--- src/rtl/hsrs_pkg.sv ---
// types, codes and crc helpers for the humidity sensor readout sequencer
`default_nettype none

package hsrs_pkg;

  localparam int TIMER_WIDTH_DEF = 16;
  localparam int VALUE_W         = 16;
  localparam int CFG_INDEX_W     = 8;
  localparam int CFG_DATA_W      = 16;
  localparam int IN_TDATA_W      = 16;
  localparam int OUT_TDATA_W     = 48;

  // engine status codes
  localparam logic [1:0] ENG_IDLE  = 2'd0;
  localparam logic [1:0] ENG_ERROR = 2'd2;

  // engine command codes
  localparam logic [2:0] CMD_NONE      = 3'd0;
  localparam logic [2:0] CMD_INIT      = 3'd1;
  localparam logic [2:0] CMD_RESET     = 3'd2;
  localparam logic [2:0] CMD_SEND      = 3'd3;
  localparam logic [2:0] CMD_RECV_ACK  = 3'd4;
  localparam logic [2:0] CMD_RECV_NACK = 3'd5;

  localparam logic [7:0] MEAS_TEMP_BYTE = 8'h03;
  localparam logic [7:0] MEAS_RH_BYTE   = 8'h05;
  localparam logic [7:0] CRC_POLY       = 8'h31;

  // configuration register indexes
  localparam logic [CFG_INDEX_W-1:0] CFG_SENSOR_ENABLED  = 8'd0;
  localparam logic [CFG_INDEX_W-1:0] CFG_RELAX_STEPS     = 8'd1;
  localparam logic [CFG_INDEX_W-1:0] CFG_TIMEOUT_STEPS   = 8'd2;
  localparam logic [CFG_INDEX_W-1:0] CFG_INVALID_READING = 8'd3;

  localparam logic [VALUE_W-1:0] RELAX_STEPS_RST   = 16'd1221;
  localparam logic [VALUE_W-1:0] TIMEOUT_STEPS_RST = 16'd122;
  localparam logic [VALUE_W-1:0] INVALID_RST       = 16'hFFFF;

  // output tdata field positions
  localparam int OUT_CMD_LSB     = 0;
  localparam int OUT_SBYTE_LSB   = 3;
  localparam int OUT_TEMP_LSB    = 11;
  localparam int OUT_HUM_LSB     = 27;
  localparam int OUT_CHANGED_BIT = 43;

  typedef enum logic [12:0] {
    ST_DISABLED = 13'b0000000000001,
    ST_RELAX    = 13'b0000000000010,
    ST_T_INIT   = 13'b0000000000100,
    ST_T_SEND   = 13'b0000000001000,
    ST_T_HIGH   = 13'b0000000010000,
    ST_T_LOW    = 13'b0000000100000,
    ST_T_CHECK  = 13'b0000001000000,
    ST_H_INIT   = 13'b0000010000000,
    ST_H_SEND   = 13'b0000100000000,
    ST_H_HIGH   = 13'b0001000000000,
    ST_H_LOW    = 13'b0010000000000,
    ST_H_CHECK  = 13'b0100000000000,
    ST_CLEAR    = 13'b1000000000000
  } seq_state_t;

  typedef struct packed {
    logic [1:0] engine_status;
    logic [7:0] received_byte;
  } item_t;

  typedef struct packed {
    logic [2:0]         engine_command;
    logic [7:0]         send_byte;
    logic [VALUE_W-1:0] temperature_raw;
    logic [VALUE_W-1:0] humidity_raw;
    logic               values_changed;
  } result_t;

  typedef struct packed {
    logic               sensor_enabled;
    logic [VALUE_W-1:0] relax_steps;
    logic [VALUE_W-1:0] command_timeout_steps;
    logic [VALUE_W-1:0] invalid_reading;
  } cfg_t;

  // one byte of crc-8, msb first
  function automatic logic [7:0] crc8_byte(input logic [7:0] crc_in, input logic [7:0] data);
    logic [7:0] c;
    logic [7:0] d;
    logic       fb;
    c = crc_in;
    d = data;
    for (int i = 0; i < 8; i++) begin
      fb = c[7] ^ d[7];
      c  = {c[6:0], 1'b0} ^ (fb ? CRC_POLY : 8'h00);
      d  = {d[6:0], 1'b0};
    end
    return c;
  endfunction

  function automatic logic [7:0] reverse8(input logic [7:0] v);
    logic [7:0] r;
    for (int i = 0; i < 8; i++) begin
      r[7-i] = v[i];
    end
    return r;
  endfunction

  // crc state after the command byte, worked out at elaboration
  localparam logic [7:0] CRC_SEED_T = crc8_byte(8'h00, MEAS_TEMP_BYTE);
  localparam logic [7:0] CRC_SEED_H = crc8_byte(8'h00, MEAS_RH_BYTE);

endpackage

`default_nettype wire

--- src/rtl/hsrs_in_reg.sv ---
// input register stage holding one step transaction
`default_nettype none

module hsrs_in_reg
  import hsrs_pkg::*;
(
  input  wire logic  clk,
  input  wire logic  rst_n,
  input  wire logic  up_valid,
  output logic       up_ready,
  input  wire item_t up_item,
  output logic       down_valid,
  input  wire logic  down_ready,
  output item_t      down_item
);

  logic  valid_r;
  item_t item_r;

  assign up_ready   = !valid_r || down_ready;
  assign down_valid = valid_r;
  assign down_item  = item_r;

  always_ff @(posedge clk) begin
    if (!rst_n) begin
      valid_r <= 1'b0;
    end else if (up_ready) begin
      valid_r <= up_valid;
    end
  end

  always_ff @(posedge clk) begin
    if (up_ready && up_valid) begin
      item_r <= up_item;
    end
  end

endmodule

`default_nettype wire

--- src/rtl/hsrs_seq.sv ---
// sequence state, step timer, crc check and published values
`default_nettype none

module hsrs_seq
  import hsrs_pkg::*;
#(
  parameter int TIMER_WIDTH = TIMER_WIDTH_DEF
) (
  input  wire logic  clk,
  input  wire logic  rst_n,
  input  wire logic  step_en,
  input  wire item_t item,
  input  wire cfg_t  cfg,
  output result_t    res
);

  localparam int CMP_W = (TIMER_WIDTH > VALUE_W) ? TIMER_WIDTH : VALUE_W;

  seq_state_t             state_r, state_nxt;
  logic [TIMER_WIDTH-1:0] elapsed_r, elapsed_nxt, elapsed_inc;
  logic [VALUE_W-1:0]     tw_r, tw_nxt, hw_r, hw_nxt;
  logic [VALUE_W-1:0]     pt_r, pt_nxt, ph_r, ph_nxt;
  logic [7:0]             crc_r, crc_nxt;
  logic [CMP_W-1:0]       elapsed_ext;
  logic                   relax_done, timeout_hit;
  logic                   idle, err, restart, crc_ok;
  logic [2:0]             cmd;
  logic [7:0]             sbyte, rx;
  logic                   changed;

  assign rx   = item.received_byte;
  assign idle = (item.engine_status == ENG_IDLE);
  assign err  = (item.engine_status == ENG_ERROR);

  // timer counts first, saturating at all ones
  assign elapsed_inc = (&elapsed_r) ? elapsed_r : elapsed_r + TIMER_WIDTH'(1);
  assign elapsed_ext = CMP_W'(elapsed_inc);
  assign relax_done  = (elapsed_ext >= CMP_W'(cfg.relax_steps));
  assign timeout_hit = (elapsed_ext >= CMP_W'(cfg.command_timeout_steps));
  assign crc_ok      = (reverse8(crc_r) == rx);

  always_comb begin
    state_nxt = state_r;
    cmd       = CMD_NONE;
    sbyte     = 8'h00;
    changed   = 1'b0;
    restart   = 1'b0;
    tw_nxt    = tw_r;
    hw_nxt    = hw_r;
    pt_nxt    = pt_r;
    ph_nxt    = ph_r;
    crc_nxt   = crc_r;
    unique case (state_r)
      ST_DISABLED: begin
        if (cfg.sensor_enabled) begin
          state_nxt = ST_RELAX;
        end
      end
      ST_RELAX: begin
        if (relax_done) begin
          if (!idle) begin
            cmd       = CMD_RESET;
            state_nxt = ST_CLEAR;
          end else begin
            cmd       = CMD_INIT;
            state_nxt = ST_T_INIT;
          end
        end
      end
      ST_T_INIT, ST_H_INIT: begin
        if (err) begin
          restart   = 1'b1;
          state_nxt = ST_RELAX;
        end else if (idle) begin
          cmd       = CMD_SEND;
          restart   = 1'b1;
          sbyte     = (state_r == ST_T_INIT) ? MEAS_TEMP_BYTE : MEAS_RH_BYTE;
          state_nxt = (state_r == ST_T_INIT) ? ST_T_SEND : ST_H_SEND;
        end
      end
      ST_T_SEND, ST_H_SEND: begin
        if (idle) begin
          cmd       = CMD_RECV_ACK;
          state_nxt = (state_r == ST_T_SEND) ? ST_T_HIGH : ST_H_HIGH;
        end else if (err) begin
          restart   = 1'b1;
          state_nxt = ST_RELAX;
        end else if (timeout_hit) begin
          cmd       = CMD_RESET;
          state_nxt = ST_CLEAR;
        end
      end
      ST_T_HIGH: begin
        if (err) begin
          restart   = 1'b1;
          state_nxt = ST_RELAX;
        end else if (idle) begin
          tw_nxt    = {rx, 8'h00};
          crc_nxt   = crc8_byte(CRC_SEED_T, rx);
          cmd       = CMD_RECV_ACK;
          state_nxt = ST_T_LOW;
        end
      end
      ST_H_HIGH: begin
        if (err) begin
          restart   = 1'b1;
          state_nxt = ST_RELAX;
        end else if (idle) begin
          hw_nxt    = {rx, 8'h00};
          crc_nxt   = crc8_byte(CRC_SEED_H, rx);
          cmd       = CMD_RECV_ACK;
          state_nxt = ST_H_LOW;
        end
      end
      ST_T_LOW: begin
        if (err) begin
          restart   = 1'b1;
          state_nxt = ST_RELAX;
        end else if (idle) begin
          tw_nxt    = {tw_r[15:8], rx};
          crc_nxt   = crc8_byte(crc_r, rx);
          cmd       = CMD_RECV_NACK;
          state_nxt = ST_T_CHECK;
        end
      end
      ST_H_LOW: begin
        if (err) begin
          restart   = 1'b1;
          state_nxt = ST_RELAX;
        end else if (idle) begin
          hw_nxt    = {hw_r[15:8], rx};
          crc_nxt   = crc8_byte(crc_r, rx);
          cmd       = CMD_RECV_NACK;
          state_nxt = ST_H_CHECK;
        end
      end
      ST_T_CHECK: begin
        if (err) begin
          restart   = 1'b1;
          state_nxt = ST_RELAX;
        end else if (idle) begin
          if (crc_ok) begin
            restart   = 1'b1;
            cmd       = CMD_INIT;
            state_nxt = ST_H_INIT;
          end else begin
            cmd       = CMD_RESET;
            state_nxt = ST_CLEAR;
          end
        end
      end
      ST_H_CHECK: begin
        if (err) begin
          restart   = 1'b1;
          state_nxt = ST_RELAX;
        end else if (idle) begin
          if (crc_ok) begin
            restart   = 1'b1;
            state_nxt = ST_RELAX;
            if (pt_r != tw_r || ph_r != hw_r) begin
              pt_nxt  = tw_r;
              ph_nxt  = hw_r;
              changed = 1'b1;
            end
          end else begin
            cmd       = CMD_RESET;
            state_nxt = ST_CLEAR;
          end
        end
      end
      ST_CLEAR: begin
        // publish the invalid value on every step until the engine settles
        tw_nxt = cfg.invalid_reading;
        hw_nxt = cfg.invalid_reading;
        if (pt_r != cfg.invalid_reading || ph_r != cfg.invalid_reading) begin
          pt_nxt  = cfg.invalid_reading;
          ph_nxt  = cfg.invalid_reading;
          changed = 1'b1;
        end
        if (idle || err) begin
          restart   = 1'b1;
          state_nxt = ST_RELAX;
        end
      end
      default: begin
        state_nxt = state_r;
      end
    endcase
  end

  assign elapsed_nxt = restart ? '0 : elapsed_inc;

  assign res.engine_command  = cmd;
  assign res.send_byte       = sbyte;
  assign res.temperature_raw = pt_nxt;
  assign res.humidity_raw    = ph_nxt;
  assign res.values_changed  = changed;

  always_ff @(posedge clk) begin
    if (!rst_n) begin
      state_r   <= ST_DISABLED;
      elapsed_r <= '0;
      tw_r      <= '0;
      hw_r      <= '0;
      pt_r      <= INVALID_RST;
      ph_r      <= INVALID_RST;
    end else if (step_en) begin
      state_r   <= state_nxt;
      elapsed_r <= elapsed_nxt;
      tw_r      <= tw_nxt;
      hw_r      <= hw_nxt;
      pt_r      <= pt_nxt;
      ph_r      <= ph_nxt;
    end
  end

  always_ff @(posedge clk) begin
    if (step_en) begin
      crc_r <= crc_nxt;
    end
  end

endmodule

`default_nettype wire

--- src/rtl/hsrs_out_reg.sv ---
// result register that parts the step logic from the output stream
`default_nettype none

module hsrs_out_reg
  import hsrs_pkg::*;
(
  input  wire logic    clk,
  input  wire logic    rst_n,
  input  wire logic    load,
  output logic         space,
  input  wire result_t load_res,
  output logic         out_valid,
  input  wire logic    out_ready,
  output result_t      out_res
);

  logic    valid_r;
  result_t res_r;

  assign space     = !valid_r || out_ready;
  assign out_valid = valid_r;
  assign out_res   = res_r;

  always_ff @(posedge clk) begin
    if (!rst_n) begin
      valid_r <= 1'b0;
    end else if (space) begin
      valid_r <= load;
    end
  end

  always_ff @(posedge clk) begin
    if (load) begin
      res_r <= load_res;
    end
  end

endmodule

`default_nettype wire

--- src/rtl/humidity_sensor_readout_sequencer_core.sv ---
// top level of the humidity sensor readout sequencer
//
//  channel | direction | handshake             | payload
//  in_     | slave     | in_tvalid/in_tready   | in_tdata: status, received byte
//  out_    | master    | out_tvalid/out_tready | out_tdata: command and readings
//  cfg_    | slave     | cfg_valid/cfg_ready   | cfg_index, cfg_data
//
// one step transaction is taken every cycle while out_ is not stalled; it is held in
// the input register; a single pass of the step logic fills the output register
// rst_n is synchronous: state goes to disabled, timer and work values to zero,
// published values to all ones, configuration to its reset values
// a stalled output holds its result while one more input transaction is stored
// configuration writes are taken in every cycle
`default_nettype none

module humidity_sensor_readout_sequencer_core
  import hsrs_pkg::*;
#(
  parameter int TIMER_WIDTH = TIMER_WIDTH_DEF
) (
  input  wire logic                   clk,
  input  wire logic                   rst_n,
  input  wire logic                   in_tvalid,
  output logic                        in_tready,
  // [1:0] engine_status, [9:2] received_byte, [15:10] zero
  input  wire logic [IN_TDATA_W-1:0]  in_tdata,
  output logic                        out_tvalid,
  input  wire logic                   out_tready,
  // [2:0] engine_command, [10:3] send_byte, [26:11] temperature_raw,
  // [42:27] humidity_raw, [43] values_changed, [47:44] zero
  output logic [OUT_TDATA_W-1:0]      out_tdata,
  input  wire logic                   cfg_valid,
  output logic                        cfg_ready,
  input  wire logic [CFG_INDEX_W-1:0] cfg_index,
  input  wire logic [CFG_DATA_W-1:0]  cfg_data
);

  cfg_t    cfg_r;
  item_t   in_item, stage_item;
  logic    stage_valid, out_space, step_en;
  result_t step_res, out_res;

  assign in_item.engine_status = in_tdata[1:0];
  assign in_item.received_byte = in_tdata[9:2];

  assign cfg_ready = 1'b1;

  always_ff @(posedge clk) begin
    if (!rst_n) begin
      cfg_r.sensor_enabled        <= 1'b0;
      cfg_r.relax_steps           <= RELAX_STEPS_RST;
      cfg_r.command_timeout_steps <= TIMEOUT_STEPS_RST;
      cfg_r.invalid_reading       <= INVALID_RST;
    end else if (cfg_valid) begin
      unique case (cfg_index)
        CFG_SENSOR_ENABLED:  cfg_r.sensor_enabled        <= cfg_data[0];
        CFG_RELAX_STEPS:     cfg_r.relax_steps           <= cfg_data;
        CFG_TIMEOUT_STEPS:   cfg_r.command_timeout_steps <= cfg_data;
        CFG_INVALID_READING: cfg_r.invalid_reading       <= cfg_data;
        default: begin
          // writes beyond the register list are dropped
          cfg_r <= cfg_r;
        end
      endcase
    end
  end

  hsrs_in_reg u_in_reg (
    .clk        (clk),
    .rst_n      (rst_n),
    .up_valid   (in_tvalid),
    .up_ready   (in_tready),
    .up_item    (in_item),
    .down_valid (stage_valid),
    .down_ready (out_space),
    .down_item  (stage_item)
  );

  assign step_en = stage_valid && out_space;

  hsrs_seq #(
    .TIMER_WIDTH (TIMER_WIDTH)
  ) u_seq (
    .clk     (clk),
    .rst_n   (rst_n),
    .step_en (step_en),
    .item    (stage_item),
    .cfg     (cfg_r),
    .res     (step_res)
  );

  hsrs_out_reg u_out_reg (
    .clk       (clk),
    .rst_n     (rst_n),
    .load      (step_en),
    .space     (out_space),
    .load_res  (step_res),
    .out_valid (out_tvalid),
    .out_ready (out_tready),
    .out_res   (out_res)
  );

  assign out_tdata = {4'h0, out_res.values_changed, out_res.humidity_raw,
                      out_res.temperature_raw, out_res.send_byte, out_res.engine_command};

endmodule

`default_nettype wire

--- config.mk ---
export PLATFORM = sky130hd
export DESIGN_NAME = humidity_sensor_readout_sequencer_core
export DESIGN_NICKNAME = d
export VERILOG_FILES = /design/src/rtl/hsrs_pkg.sv /design/src/rtl/hsrs_in_reg.sv /design/src/rtl/hsrs_seq.sv /design/src/rtl/hsrs_out_reg.sv /design/src/rtl/humidity_sensor_readout_sequencer_core.sv
export SDC_FILE = /design/constraint.sdc
export NUM_CORES = 1
export LEC_CHECK = 0
export ABC_AREA = 0
export BUFFER_PORTS_ARGS = -buffer_cell sky130_fd_sc_hd__buf_4
export CORE_MARGIN = 2
export CORE_UTILIZATION = 45
export DETAILED_ROUTE_END_ITERATION = 16
export GPL_TIMING_DRIVEN = 0
export PLACE_DENSITY = 0.61
export REMOVE_ABC_BUFFERS = 1
export SLEW_MARGIN = 15
export SYNTH_ARGS = -nofsm -noshare
export SYNTH_HDL_FRONTEND = slang
export SYNTH_SLANG_ARGS = --single-unit
--- constraint.sdc ---
create_clock -name clk -period 3.3 [get_ports clk]
set_input_delay 0.165 -clock clk [delete_from_list [all_inputs] [get_ports clk]]
set_output_delay 0.165 -clock clk [all_outputs]
set_load 0.01 [all_outputs]
# ---- Yosys cells after proc, flatten, opt, wreduce, memory -nomap -nowiden
# Cells that the tools add are included.
dict set report word_totals {
  ramBits 0
  mem_count 0
  latchBits 0
  word_cells 264
  register_bits 206
  rom_bits 0
}
dict set report op_classes {
  muxes 111
  magnitude_cmp 2
  n_mul 0
  add_sub_neg 1
  reduce_logical 35
  n_shift 0
  bitwise_logic 50
  n_eq_ne 43
  div 0
}
# op count
set ops {}
lappend ops {{13-bit two-way mux} 23}
lappend ops {{16-bit two-way mux} 15}
lappend ops {{8-bit bitwise XOR} 22}
lappend ops {{6-bit two-way mux} 24}
lappend ops {{13-bit case mux with 11 select lines} 1}
lappend ops {{16-bit case mux with 3 select lines} 2}
lappend ops {{16-bit inequality test} 4}
lappend ops {{16-bit case mux with 2 select lines} 2}
lappend ops {{8-bit two-way mux} 7}
lappend ops {{3-bit two-way mux} 13}
lappend ops {{16-bit >= comparator} 2}
lappend ops {{8-bit case mux with 3 select lines} 1}
lappend ops {{1-bit bitwise XOR} 22}
lappend ops {{3-bit by 1-bit inequality test with 1-bit output (second input constant)} 7}
lappend ops {{3-bit case mux with 7 select lines} 1}
lappend ops {{16-bit by 1-bit adder with 16-bit output (second input constant)} 1}
lappend ops {{8-bit by 2-bit equality test with 1-bit output (second input constant)} 2}
lappend ops {{16-bit AND reduction} 1}
lappend ops {{2-bit by 1-bit inequality test with 1-bit output (second input constant)} 7}
lappend ops {{13-bit by 1-bit equality test with 1-bit output (second input constant)} 1}
lappend ops {{13-bit by 10-bit equality test with 1-bit output (second input constant)} 1}
lappend ops {{13-bit by 11-bit equality test with 1-bit output (second input constant)} 1}
lappend ops {{13-bit by 12-bit equality test with 1-bit output (second input constant)} 1}
lappend ops {{13-bit equality test (second input constant)} 1}
lappend ops {{38 further kinds} 80}

# ---- Depth between registers and ports, before layout
# Gate-level depths: netlist of run 1.
dict set report depth {
  word_depth 27
  mapped_depth 16
  mapped_depth_nobuf 14
}

# ---- Hierarchy
# Synthesis of run 1 repeated with hierarchy kept, for this count alone.
dict set report hier_totals {
  hier_cells 1248
  hier_area_um2 11453.5
}
# module n_inst area_each_um2 seq_area_each_um2 cells_each
set by_module_without_submodules {}
lappend by_module_without_submodules {hsrs_seq 1 7586.0 2102.0 978}
lappend by_module_without_submodules {humidity_sensor_readout_sequencer_core 1 2139.6 980.9 207}
lappend by_module_without_submodules {hsrs_out_reg 1 1370.1 1341.3 48}
lappend by_module_without_submodules {hsrs_in_reg 1 357.8 320.3 15}

# ---- Worst setup path after synthesis of run 1
# Ideal clock, no wire load.
dict set report synth_path {
  path_kind {register to register}
  startpoint {register u_seq.elapsed_r[3]}
  endpoint {register u_seq.state_r[10]}
  setup_slack_ns -0.259
  synth_period_minus_slack_ns 3.559
  stages_incl_launch_ff 16
  arrival_time_ns 3.439
  setup_ns 0.120
  path_buffers 2
  t_required_ns 3.180
  path_cell_list {dfxtp_1 > clkbuf_1 > nand4_1 > nor4_1 > or2_2 > nor2_1 > xor2_1 > ha_1 > a211o_1 > nor2_1 > a211oi_1 > o21a_1 > nor3_1 > nor3_4 > buf_6 > mux2i_1}
}
dict set report synth_between {
  elab_chain_len 5
}
# item line_no
set synth_lines {}
lappend synth_lines {{start, declared} hsrs_seq.sv:20} ;# logic [TIMER_WIDTH-1:0] elapsed_r, elapsed_nxt, elapsed_inc;
lappend synth_lines {{start signal, assigned} hsrs_seq.sv:209} ;# elapsed_r <= elapsed_nxt;
lappend synth_lines {{16-bit by 1-bit adder with 16-bit output / 16-bit AND reduction (equally long branches)} hsrs_seq.sv:36} ;# assign elapsed_inc = (&elapsed_r) ? elapsed_r : elapsed_r + TIMER_WIDTH'(1);
lappend synth_lines {{16-bit two-way mux *} hsrs_seq.sv:36}
lappend synth_lines {{16-bit >= comparator, on equally long branches} {hsrs_seq.sv:39, hsrs_seq.sv:38}}
lappend synth_lines {{4-bit by 1-bit inequality test with 1-bit output (no line) / 2-bit by 1-bit inequality test with 1-bit output (equally long branches)} --}
lappend synth_lines {{13-bit AND reduction (no line) *} --}
lappend synth_lines {{end signal, assigned} hsrs_seq.sv:208} ;# state_r <= state_nxt;
lappend synth_lines {{end, declared} hsrs_seq.sv:19} ;# seq_state_t state_r, state_nxt;
# Mark *: on every way between the ends. The rest lies on a longest branch, timed or not.
# A chain may end at the register's enable or synchronous reset.

# ---- Worst setup path after layout of run 1
dict set report layout_path {
  startpoint {register u_seq.elapsed_r[1]}
  endpoint {register u_seq.state_r[1]}
}
# The elaborated chain is that of the path after synthesis.

==> results of run 1 <==
==> sequential cells by signal, summed over array words and instances (netlist names) <==
register,count
u_in_reg.down_item,10
u_seq.hw_r,16
u_seq.elapsed_r,16
u_out_reg.out_valid,1
u_seq.pt_r,16
cfg_r,49
u_seq.crc_r,8
u_seq.ph_r,16
u_in_reg.down_valid,1
u_seq.state_r,13
u_seq.tw_r,16
u_out_reg.out_res,39
==> tightest hold or removal path: stages <==
cell	delay, ns
sky130_fd_sc_hd__buf_4	0.10
sky130_fd_sc_hd__nor2_2	0.08
sky130_fd_sc_hd__nand2_1	0.07
sky130_fd_sc_hd__a21oi_1	0.05
==> layout by cell type, fill, tap and decap left out, types with 25 or more instances in the layout <==
master,Yosys,routed
sky130_fd_sc_hd__nor2_1,100,92
sky130_fd_sc_hd__o211ai_1,26,26
sky130_fd_sc_hd__dlygate4sd3_1,0,28
sky130_fd_sc_hd__a21oi_1,43,39
sky130_fd_sc_hd__buf_4,14,103
sky130_fd_sc_hd__a2bb2oi_1,25,25
sky130_fd_sc_hd__mux2i_1,28,28
sky130_fd_sc_hd__nor3_1,32,28
sky130_fd_sc_hd__nand4_1,30,31
sky130_fd_sc_hd__ha_1,33,29
sky130_fd_sc_hd__dfxtp_1,144,132
sky130_fd_sc_hd__a22oi_1,25,25
sky130_fd_sc_hd__inv_1,59,59
sky130_fd_sc_hd__xnor2_1,68,67
sky130_fd_sc_hd__a221o_1,33,33
sky130_fd_sc_hd__nand2_1,119,115
sky130_fd_sc_hd__edfxtp_1,57,57
sky130_fd_sc_hd__o21ai_0,54,53
sky130_fd_sc_hd__clkbuf_16,0,27
==> repair_timing <==
item                                   4_1_cts  5_1_grt
pin swaps                                   11       15
endpoints found under the hold margin       59        0
buffers inserted                            17       10
setup endpoints to repair                  100       75
hold buffers                                28        0
gates resized for setup                     55       33
gates cloned                                 0        3
==> synth_stat cells (all sizes together), types with 26 or more instances <==
master	number	share of area, %
a21oi	53	2.7
ha	33	3.7
dfxtp	144	26
xnor2	68	5.3
inv	59	2.0
o21ai	56	2.5
nand2	119	4.0
nand4	30	1.7
a221o	33	3.0
mux2i	28	2.5
o211ai	26	1.8
clkbuf	48	1.6
nor3	34	1.7
nor2	102	3.5
buf	44	2.6
edfxtp	57	15
==> worst max-delay path by stage <==
stage                                       to  depth (start not counted)
6_report         u_seq.state_r[1]$_SDFFE_PN0P_                         15
5_1_grt          u_seq.state_r[1]$_SDFFE_PN0P_                         16
4_1_cts          u_seq.state_r[9]$_SDFFE_PN0P_                         17
3_5_place_dp     u_seq.state_r[9]$_SDFFE_PN0P_                         13
3_3_place_gp   u_seq.elapsed_r[8]$_SDFFE_PN0P_                          7
2_1_floorplan  u_seq.elapsed_r[8]$_SDFFE_PN0P_                          7
==> cell type report <==
class	count	area (um^2)
fill	2138	10630
multi-input combinational	882	6287
sequential	201	4629
timing repair buffer	146	1304
clock buffer	29	671.9
tap	324	405.4
inverter	61	235.2
clock inverter	15	156.4
==> stage by stage <==
stage	setup slack [ns]	utilization [%]	cell area, um^2	cells	total power [uW]
finish	-0.07467	56.29	13690	1658	5703
global route	-0.1675	56.29	13690	1658	5861
CTS	-0.02327	55.09	13400	1644	5703
detailed placement	-1.058	49.00	11920	1555	2940
global placement	-2.605	48.16	11710	1545	2925
floorplan	-0.4991	-	10710	1142	2798
==> routing by layer <==
metal,global-route usage [%],up-vias,wire [um]
met1,34.10,4656,14600
li1,-,4663,-
met3,3.107,68,2656
met5,0,-,0
met2,40.73,461,15370
met4,9.537,0,1175
==> cell families after synthesis <==
group                      share of synthesized area, %
buffers and inverters                             6.250
and+or+nand+nor                                   18.18
DFF                                               41.20
xor gates and xnor gates                          7.148
AOI/OAI and AO/OA                                 20.84
muxes                                             2.614
other                                           0.06735
adders and majority gates                         3.703
==> power by group through the flow <==
stage	logic [uW]	registers, uW	clock network [uW]
2_1_floorplan	168	2630	0
3_3_place_gp	283	2640	0
3_5_place_dp	299	2640	0
4_1_cts	332	2590	2780
5_1_grt	381	2580	2900
6_report	352	2580	2770
==> results_dict.tcl, run 1 <==
set metrics [dict create \
    power.share.clock_pct 48.5 \
    crit_path_cell_trace "ha_4, nand4_1, nor4_4, buf_6, or3_4, nor2_4, xor2_4, ha_1, nand4_1, nor2_1, o21a_2, o31ai_4, nor3_4, clkbuf_16, mux2i_1" \
    synth_seq_area_share_pct 41.20 \
    post_drt_via_cell_ratio 5.940 \
    nNetsFinal 1394 \
    regToRegSetupSlack_ns -0.07 \
    clk_root_buffer_cell "sky130_fd_sc_hd__clkbuf_16" \
    worstRegToRegCells 15 \
    worstSetupStartpoint "u_seq.elapsed_r[1]$_SDFFE_PN0P_" \
    synth_edf_count 57 \
    boundaryPins 96 \
    total_grt_overflow 0 \
    syn_area_per_cell_um2 9.095 \
    grt_pass1_wl_um 51640 \
    dp_hpwl_um 22190 \
    switching_share_pct 23.00 \
    hold_path_startpoint "cfg_index[1]" \
    seq_power_share_pct 45.3 \
    gr-usage-all-layers_pct 25.03 \
    areaGrowthSynthToFinish_pct 22.77 \
    clock-sinks 201 \
    achievable-frequency_mhz 296.3 \
    p_leak_uw 0.005232 \
    syn_inst 1226 \
    synthFlopType "sky130_fd_sc_hd__dfxtp_1" \
    worst_skew_pair.late_latency_ns 0.52 \
    die_w_um 161.4 \
    power_per_cell_area_mw_per_mm2 416.6 \
    post_synthesis_register_bit_count 201 \
    worst_slack_ns -0.07467 \
    grt_antenna_before_repair 0 \
    yosys_warnings 0 \
    fin_tns_setup_ns -0.4774 \
    critical_path.reg2reg.startpoint "u_seq.elapsed_r[1]$_SDFFE_PN0P_" \
    cts_htree_levels 1 \
    largest_net_degree_at_the_start_of_global_routing 58 \
    cp-end-kind "register" \
    maxCapViolCount 0 \
    timing.critical_path.slowest_stage_cell "sky130_fd_sc_hd__dfxtp_4" \
    violated_checks "setup timing" \
    row_count 57 \
    wire_per_inst_um 20.39 \
    routed_wire_length_um 33800 \
    timing.rr.end "u_seq.state_r[1]$_SDFFE_PN0P_" \
    hold-path-endpoint "cfg_r[37]$_SDFFE_PN0P_" \
    cts_inserted_buffers 24 \
    floorplan.initialDensity_pct 45.85 \
    crit_path_frequent_cell "sky130_fd_sc_hd__nand4_1" \
    rsz0062_at_grt "yes" \
    path_max_fanout 5 \
    maxSlewViolCount 0 \
    clock_skew_ns 0.01485 \
    detailroute.via_count 9848 \
    cts_tree "done" \
    gp_congestion 0.9190 \
    synth_async_sr_flop_share_pct 0 \
    drt_iter0_drc 764 \
    vias_in_the_first_global_route 9264 \
    outcome "complete, but fails checks" \
    worstHoldPathCells 4 \
    syn-cell-area_mm2 0.01115 \
    maximum_cell_stage_delay_along_the_critical_path_ns 0.38 \
    arrival_ns 3.81 \
    placeableCoreArea_mm2 0.02432 \
    first_pass_iters 5 \
    cpLargestDelayFamily "simple AND/OR/NAND/NOR gates" \
    timing.critical_path.buf_inv 2 \
    layout-drive-gt1-share_pct 19.87 \
    power_report.internal_total_uw 4391 \
    max_slew_margin_pct 26.07 \
    worst_slew_pin_slew_ns 1.105 \
    setup.worst_path.class "register to register" \
    io_buffer_count 79 \
    fin_crit_ns 3.375 \
    ys_types 81 \
    n_antenna_cell 0 \
    p_sw_uw 1312 \
    drc_errors_left 0 \
    clk_pin_slew_ns 0.06 \
    finalSetupViolations 12 \
    cp.required_ns 3.74 \
    holdWs_ns 0.006148 \
    ctsLongestPathBuffers 3 \
    min-delay-path-class "input pin to register" \
    die_h_um 161.4 \
    startpoint_type "register" \
    die-area_mm2 0.02605 \
    antenna_viol_nets_final 0 \
    final_min_period_over_clock_period_pct 102.3 \
    timing.final.hold_violations 0 \
    vdd.ir_drop.worst_v 0.0004065 \
    comb_power_share_pct 6.2 \
]
(Power assumes the default switching activity.)
==> run 2: changes to the inputs <==
--- a/config.mk
+++ b/config.mk
@@ -8,12 +8,13 @@
 export ABC_AREA = 0
 export BUFFER_PORTS_ARGS = -buffer_cell sky130_fd_sc_hd__buf_4
 export CORE_MARGIN = 2
-export CORE_UTILIZATION = 45
+export CORE_UTILIZATION = 52
 export DETAILED_ROUTE_END_ITERATION = 16
 export GPL_TIMING_DRIVEN = 0
-export PLACE_DENSITY = 0.61
+export PLACE_DENSITY = 0.7
 export REMOVE_ABC_BUFFERS = 1
 export SLEW_MARGIN = 15
 export SYNTH_ARGS = -nofsm -noshare
 export SYNTH_HDL_FRONTEND = slang
+export SYNTH_HIERARCHICAL = 1
 export SYNTH_SLANG_ARGS = --single-unit
==> run 2 against run 1 <==
Against the previous run: the flow still finishes with violations (setup timing); synthesized area grew 2.7%; clock power shrank 14%; hold slack gained 0.079 ns; critical path depth is the same; register-to-register slack lost 0.47 ns; total power shrank 7.1%; non-clock buffer count grew 7; sequential power grew 3%; largest cell class unchanged; highest routed layer unchanged.
==> results_dict.tcl, run 2 <==
set metrics [dict create \
    switching_share_pct 22.85 \
    synth_area_leader_cell "sky130_fd_sc_hd__dfxtp_1" \
    layout-drive-gt1-share_pct 18.84 \
    first_pass_iters 5 \
    worst_slack_ns -0.5410 \
    cts_htree_levels 1 \
    antenna_viol_nets_final 0 \
    maxCapViolCount 0 \
    post_synth_most_frequent_cells "sky130_fd_sc_hd__nand2_1, sky130_fd_sc_hd__dfxtp_1, sky130_fd_sc_hd__nor2_1" \
    vdd.ir_drop.worst_v 0.0002994 \
    clk_pin_slew_ns 0.06 \
    cp.required_ns 3.73 \
    boundaryPins 96 \
    max_slew_margin_pct 24.26 \
    regMostFlops "cfg_r" \
    regToRegSetupSlack_ns -0.54 \
    synth_xor_area_share_pct 7.112 \
    rsz0062_at_grt "yes" \
    syn-cell-area_mm2 0.01145 \
    multi_input_comb_area_mm2 0.006386 \
    worstHoldPathCells 3 \
    placeableCoreArea_mm2 0.02169 \
    clock-sinks 206 \
    ys_types 80 \
    n_antenna_cell 0 \
    dp_hpwl_um 19670 \
    path_max_fanout 6 \
    maxSlewViolCount 0 \
    post_drt_via_cell_ratio 5.925 \
    post_synthesis_register_bit_count 206 \
    detailroute.via_count 9711 \
    cts_inserted_buffers 23 \
    wire_per_inst_um 18.82 \
    mux_share_of_post_synthesis_cell_area_pct 5.506 \
    setup.worst_path.class "register to register" \
    drt_iter0_drc 792 \
    die_h_um 152.4 \
    seqCellArea_mm2 0.004765 \
    worst_skew_pair.late_latency_ns 0.52 \
    finalSetupViolations 15 \
    final_cell_mix "sky130_fd_sc_hd__nand2_1, sky130_fd_sc_hd__dfxtp_1, sky130_fd_sc_hd__buf_4, sky130_fd_sc_hd__nor2_1" \
    outcome "complete, but fails checks" \
    worst_slew_pin_slew_ns 1.129 \
    gr-usage-all-layers_pct 25.81 \
    routed_wire_length_um 30840 \
    syn_area_per_cell_um2 9.177 \
    seq_power_share_pct 50.1 \
    floorplan.initialDensity_pct 52.81 \
    grt_pass1_wl_um 49100 \
    synth_edf_count 62 \
    min-delay-path-class "input pin to register" \
    fin_tns_setup_ns -6.568 \
    mostFrequentLayoutCell "sky130_fd_sc_hd__nand2_1" \
    worstRegToRegCells 15 \
    hold_path_startpoint "cfg_index[1]" \
    violated_checks "setup timing" \
    critical_path.reg2reg.startpoint "u_seq/elapsed_r[5]$_SDFFE_PN0P_" \
    power.share.clock_pct 44.6 \
    startpoint_type "register" \
    final_min_period_over_clock_period_pct 116.4 \
    vias_in_the_first_global_route 9264 \
    fillers 1776 \
    die-area_mm2 0.02323 \
    gp_congestion 0.9087 \
    largest_register_ffs 49 \
    synth_seq_area_share_pct 41.42 \
    yosysTopAreaCellShare_pct 25.17 \
    timing.final.hold_violations 0 \
    largest_net_degree_at_the_start_of_global_routing 120 \
    io_buffer_count 84 \
    arrival_ns 4.27 \
    timing.rr.end "u_seq/state_r[12]$_SDFFE_PN0P_" \
    synth_top_family_by_area "simple AND/OR/NAND/NOR gates" \
    synth_async_sr_flop_share_pct 0 \
    areaGrowthSynthToFinish_pct 19.30 \
    total_grt_overflow 0 \
    grt_antenna_before_repair 0 \
    p_leak_uw 0.005442 \
    fin_crit_ns 3.841 \
    comb_power_share_pct 5.3 \
    drc_errors_left 0 \
    ys_top_cells_by_area "sky130_fd_sc_hd__dfxtp_1, sky130_fd_sc_hd__edfxtp_1, sky130_fd_sc_hd__mux2i_1" \
    syn_inst 1248 \
    clock_skew_ns 0.007295 \
    place_ws_ns -1.883 \
    achievable-frequency_mhz 260.3 \
    die_w_um 152.4 \
    post-synth-top-count-cell "sky130_fd_sc_hd__nand2_1" \
    power_report.internal_total_uw 4088 \
    cp-end-kind "register" \
    ctsLongestPathBuffers 3 \
    clk_root_buffer_cell "sky130_fd_sc_hd__clkbuf_16" \
    yosys_warnings 6 \
    synth-adder-area-share_pct 3.605 \
    p_sw_uw 1211 \
    synth_compound_area_share_pct 13.68 \
    nNetsFinal 1421 \
    synthFlopType "sky130_fd_sc_hd__dfxtp_1" \
    row_count 54 \
    synthSimpleGateAreaFrac_pct 21.96 \
    power_per_cell_area_mw_per_mm2 387.8 \
    cts_tree "done" \
    hold-path-endpoint "cfg_r[48]$_SDFFE_PN0P_" \
]
[run 2: through the flow]
step / hold WS, ns / cell area (um^2) / power (uW) / utilization [%] / cells
4_1_cts: 0.07994 / 13520 / 5324 / 62.35 / 1633
3_3_place_gp: 0.3443 / 11930 / 2949 / 55.00 / 1528
2_1_floorplan: 0.2269 / 10950 / 2837 / - / 1164
6_report: 0.08535 / 13660 / 5299 / 63.00 / 1639
5_1_grt: 0.08092 / 13660 / 5463 / 63.00 / 1639
3_5_place_dp: 0.3444 / 12010 / 2956 / 55.38 / 1532
[run 2: area by class of cell]
| type | instances | area share [%] |
|---|---|---|
| Multi-Input combinational cell | 899 | 46.74 |
| Inverter | 60 | 1.648 |
| Sequential cell | 206 | 34.87 |
| Clock buffer | 33 | 4.633 |
| Clock inverter | 8 | 0.3480 |
| Tap cell | 280 | 2.564 |
| Timing Repair Buffer | 153 | 9.202 |
[run 2: cells by family after synthesis]
group                    Yosys count
AO/OA/AOI/OAI                    211
other                              3
XOR/XNOR                          93
multiplexers                      63
buffers and inverters            151
AND/OR/NAND/NOR                  488
flip-flops                       206
adder cells (fa/ha/maj)           33
[run 2: power by group through the flow]
stage | sequential [uW] | combinational (uW) | clock [uW]
after detailed placement | 2710 | 244 | 0
after CTS | 2660 | 274 | 2390
after floorplan | 2710 | 132 | 0
final | 2660 | 278 | 2370
after global placement | 2710 | 236 | 0
after global routing | 2660 | 306 | 2500
[run 2: metal layers]
| metal | part of all wire (%) | global-route usage, % | wire length, um | vias up |
|---|---|---|---|---|
| met5 | 0 | 0 | 0 | - |
| met2 | 47 | 43.41 | 14530 | 416 |
| met4 | 3.7 | 9.788 | 1138 | 0 |
| li1 | - | - | - | 4641 |
| met3 | 7.0 | 4.152 | 2148 | 78 |
| met1 | 42 | 33.61 | 13030 | 4576 |
[run 2: worst max-delay path by stage]
stage | from | to | slack [ns]
after floorplan | u_seq/elapsed_r[3]$_SDFFE_PN0P_ | u_seq/state_r[10]$_SDFFE_PN0P_ | -0.96
after global placement | u_seq/elapsed_r[3]$_SDFFE_PN0P_ | u_seq/state_r[3]$_SDFFE_PN0P_ | -1.89
after detailed placement | u_seq/elapsed_r[3]$_SDFFE_PN0P_ | u_seq/state_r[1]$_SDFFE_PN0P_ | -1.88
after CTS | u_seq/elapsed_r[3]$_SDFFE_PN0P_ | u_seq/state_r[2]$_SDFFE_PN0P_ | -0.42
after global routing | u_seq/elapsed_r[4]$_SDFFE_PN0P_ | u_seq/state_r[12]$_SDFFE_PN0P_ | -0.65
final | u_seq/elapsed_r[5]$_SDFFE_PN0P_ | u_seq/state_r[12]$_SDFFE_PN0P_ | -0.54
[run 2: timing repair]
action                     in CTS  in global routing
gates cloned                    2                  0
hold endpoints to repair       57                  0
setup buffers                  30                  8
resized for setup              64                 24
setup endpoints to repair      88                 68
hold buffers                   28                  0
pin swaps                      28                 23
[run 2: worst max-delay path, cell delays in order (launching register included)]
cell                       delay [ns]
sky130_fd_sc_hd__dfxtp_2         0.34
sky130_fd_sc_hd__and4_4          0.24
sky130_fd_sc_hd__nand4_1         0.15
sky130_fd_sc_hd__or4_4           0.53
sky130_fd_sc_hd__buf_6           0.15
sky130_fd_sc_hd__nor2b_4         0.14
sky130_fd_sc_hd__nand3_2         0.09
sky130_fd_sc_hd__xnor2_2         0.10
sky130_fd_sc_hd__ha_1            0.35
sky130_fd_sc_hd__nand4_1         0.15
sky130_fd_sc_hd__a211o_1         0.32
sky130_fd_sc_hd__a221oi_4        0.36
sky130_fd_sc_hd__nor2_2          0.10
sky130_fd_sc_hd__a211oi_4        0.29
sky130_fd_sc_hd__buf_6           0.19
sky130_fd_sc_hd__mux2i_2         0.25
==> run 3: changes to the inputs <==
--- a/config.mk
+++ b/config.mk
@@ -11,8 +11,9 @@
 export CORE_UTILIZATION = 52
 export DETAILED_ROUTE_END_ITERATION = 16
 export GPL_TIMING_DRIVEN = 0
-export PLACE_DENSITY = 0.7
+export PLACE_DENSITY = 0.67
 export REMOVE_ABC_BUFFERS = 1
+export SKIP_CTS_REPAIR_TIMING = 1
 export SLEW_MARGIN = 15
 export SYNTH_ARGS = -nofsm -noshare
 export SYNTH_HDL_FRONTEND = slang
==> constraint.sdc (replaced) <==
create_clock -name clk -period 3.8 [get_ports clk]
set_input_delay 0.19 -clock clk [delete_from_list [all_inputs] [get_ports clk]]
set_output_delay 0.19 -clock clk [all_outputs]
set_load 0.01 [all_outputs]
==> run 3 against run 2 <==
Against the previous run: final cell count is 1.3% lower; critical endpoint unchanged; sequential power fell by 13%; global-route usage fell by 2.1 points; count of clock-buffer cells in the layout rose by 5; hold slack got worse by 0.11 ns; wire length decreased by 4.5%; highest routed layer unchanged; critical path depth up 1; the run ends with hold timing, setup timing left; non-clock buffer count decreased by 22; clock power down 10%; combinational power fell by 15%; worst setup slack improved by 0.39 ns.
==> results_dict.tcl, run 3 (same netlist as run 2, synthesis figures left out) <==
set metrics [dict create \
    areaGrowthSynthToFinish_pct 16.47 \
    setup.worst_path.class "register to register" \
    boundaryPins 96 \
    first_pass_iters 6 \
    drt_iter0_drc 976 \
    violated_checks "hold timing, setup timing" \
    mostFrequentLayoutCell "sky130_fd_sc_hd__nand2_1" \
    max_slew_margin_pct 16.86 \
    dp_hpwl_um 19490 \
    cp-end-kind "register" \
    clock-sinks 206 \
    die_w_um 152.4 \
    achievable-frequency_mhz 253.3 \
    grt_pass1_wl_um 45340 \
    layout-drive-gt1-share_pct 15.41 \
    detailroute.via_count 9429 \
    startpoint_type "register" \
    p_leak_uw 0.005237 \
    place_ws_ns -1.535 \
    clk_pin_slew_ns 0.06 \
    placement.cell_area_mm2 0.01202 \
    rsz0062_at_grt "yes" \
    final_cell_mix "sky130_fd_sc_hd__nand2_1, sky130_fd_sc_hd__dfxtp_1, sky130_fd_sc_hd__buf_4, sky130_fd_sc_hd__nor2_1, sky130_fd_sc_hd__mux2i_1" \
    grt_antenna_before_repair 0 \
    post-route-cell-area_mm2 0.01334 \
    placeableCoreArea_mm2 0.02169 \
    timing.critical_path.slowest_stage_cell "sky130_fd_sc_hd__or4_4" \
    row_count 54 \
    largest_net_degree_at_the_start_of_global_routing 120 \
    fillers 1860 \
    gp_congestion 0.9324 \
    holdWs_ns -0.02416 \
    finalSetupViolations 12 \
    cts_htree_levels 1 \
    clk_root_buffer_cell "sky130_fd_sc_hd__clkbuf_16" \
    final_core_utilization_pct 61.51 \
    worst_slack_ns -0.1475 \
    cts_tree "done" \
    min-delay-path-class "input pin to register" \
    ctsLongestPathBuffers 3 \
    crit_path_frequent_cell "sky130_fd_sc_hd__nand4_1" \
    nNetsFinal 1399 \
    arrival_ns 4.38 \
    post_drt_via_cell_ratio 5.831 \
    cp.required_ns 4.23 \
    maxSlewViolCount 0 \
    n_antenna_cell 0 \
    regMostFlops "cfg_r" \
    drc_errors_left 0 \
    multi_input_comb_area_mm2 0.006183 \
    total_grt_overflow 0 \
    gr-usage-all-layers_pct 23.70 \
    outcome "complete, but fails checks" \
    path_max_fanout 7 \
    routed_wire_length_um 29450 \
    maxCapViolCount 0 \
    timing.final.hold_violations 7 \
    largest_register_ffs 49 \
    io_buffer_count 84 \
    seqCellArea_mm2 0.004758 \
    vdd.ir_drop.worst_v 0.0002286 \
    floorplan.initialDensity_pct 52.81 \
    fin_crit_ns 3.948 \
    wire_per_inst_um 18.21 \
    clock_skew_ns 0.008734 \
    vias_in_the_first_global_route 8685 \
    worst_skew_pair.late_latency_ns 0.51 \
    cts_inserted_buffers 23 \
    report.power.total_uw 4671 \
    die_h_um 152.4 \
    die-area_mm2 0.02323 \
    crit_path_cell_trace "and4_4, nand4_1, or4_4, nor2b_4, and3_4, xnor2_4, inv_2, ha_4, nand4_1, a211o_1, a221oi_2, buf_4, nor2_4, a211oi_4, clkbuf_16, mux2i_1" \
    final_min_period_over_clock_period_pct 103.9 \
    worst_slew_pin_slew_ns 1.239 \
    antenna_viol_nets_final 0 \
    maximum_cell_stage_delay_along_the_critical_path_ns 0.59 \
    power_per_cell_area_mw_per_mm2 350.2 \
]
==> run 3: path summary, 6_finish.rpt <==
kind	start	endpoint	slack, ns	cells past startpoint
worst max-delay path	u_seq/elapsed_r[6]$_SDFFE_PN0P_	u_seq/state_r[12]$_SDFFE_PN0P_	-0.15	16
worst min-delay path	cfg_data[15]	cfg_r[15]$_SDFFE_PN1P_	-0.02	3
worst max register to register	u_seq/elapsed_r[6]$_SDFFE_PN0P_	u_seq/state_r[12]$_SDFFE_PN0P_	-0.15	16
worst min register to register	cfg_r[45]$_SDFFE_PN0P_	cfg_r[45]$_SDFFE_PN0P_	0.46	2
==> run 3: where the power goes <==
group	internal [uW]	leakage (uW)	switching (uW)
logic	109	0.00324	127
clock network	1260	0.000351	873
registers	2280	0.00165	24.5
==> run 3: critical path: cells and delay by family, from the launching register on <==
kind	cells	cell delay [ns]
AOI/OAI and AO/OA	3	0.87
xor gates and xnor gates	1	0.18
adders and majority gates	1	0.26
buffers and inverters	3	0.50
DFF	1	0.36
muxes	1	0.17
and+or+nand+nor	7	1.52
==> run 3: cell type report <==
cell class                      count  share of cell area, %
Clock buffer                       38                  5.271
Multi-Input combinational cell    899                  46.35
Inverter                           60                  1.688
Sequential cell                   206                  35.67
Timing Repair Buffer              131                  8.254
Clock inverter                      3                 0.1407
Tap cell                          280                  2.626
==> run 3: metal layers <==
| metal | up-vias | track usage [%] | routed length [um] |
|---|---|---|---|
| met3 | 54 | 3.584 | 1697 |
| met5 | - | 0 | 0 |
| met2 | 321 | 39.88 | 14020 |
| met4 | 0 | 7.099 | 777 |
| li1 | 4579 | - | - |
| met1 | 4475 | 31.77 | 12950 |
==> run 3: per-stage QoR <==
| stage | instances | setup TNS [ns] |
|---|---|---|
| floorplan | 1164 | -5.133 |
| global placement | 1528 | -75.81 |
| detailed placement | 1532 | -19.73 |
| CTS | 1573 | -19.97 |
| global route | 1617 | -4.084 |
| finish | 1617 | -1.357 |
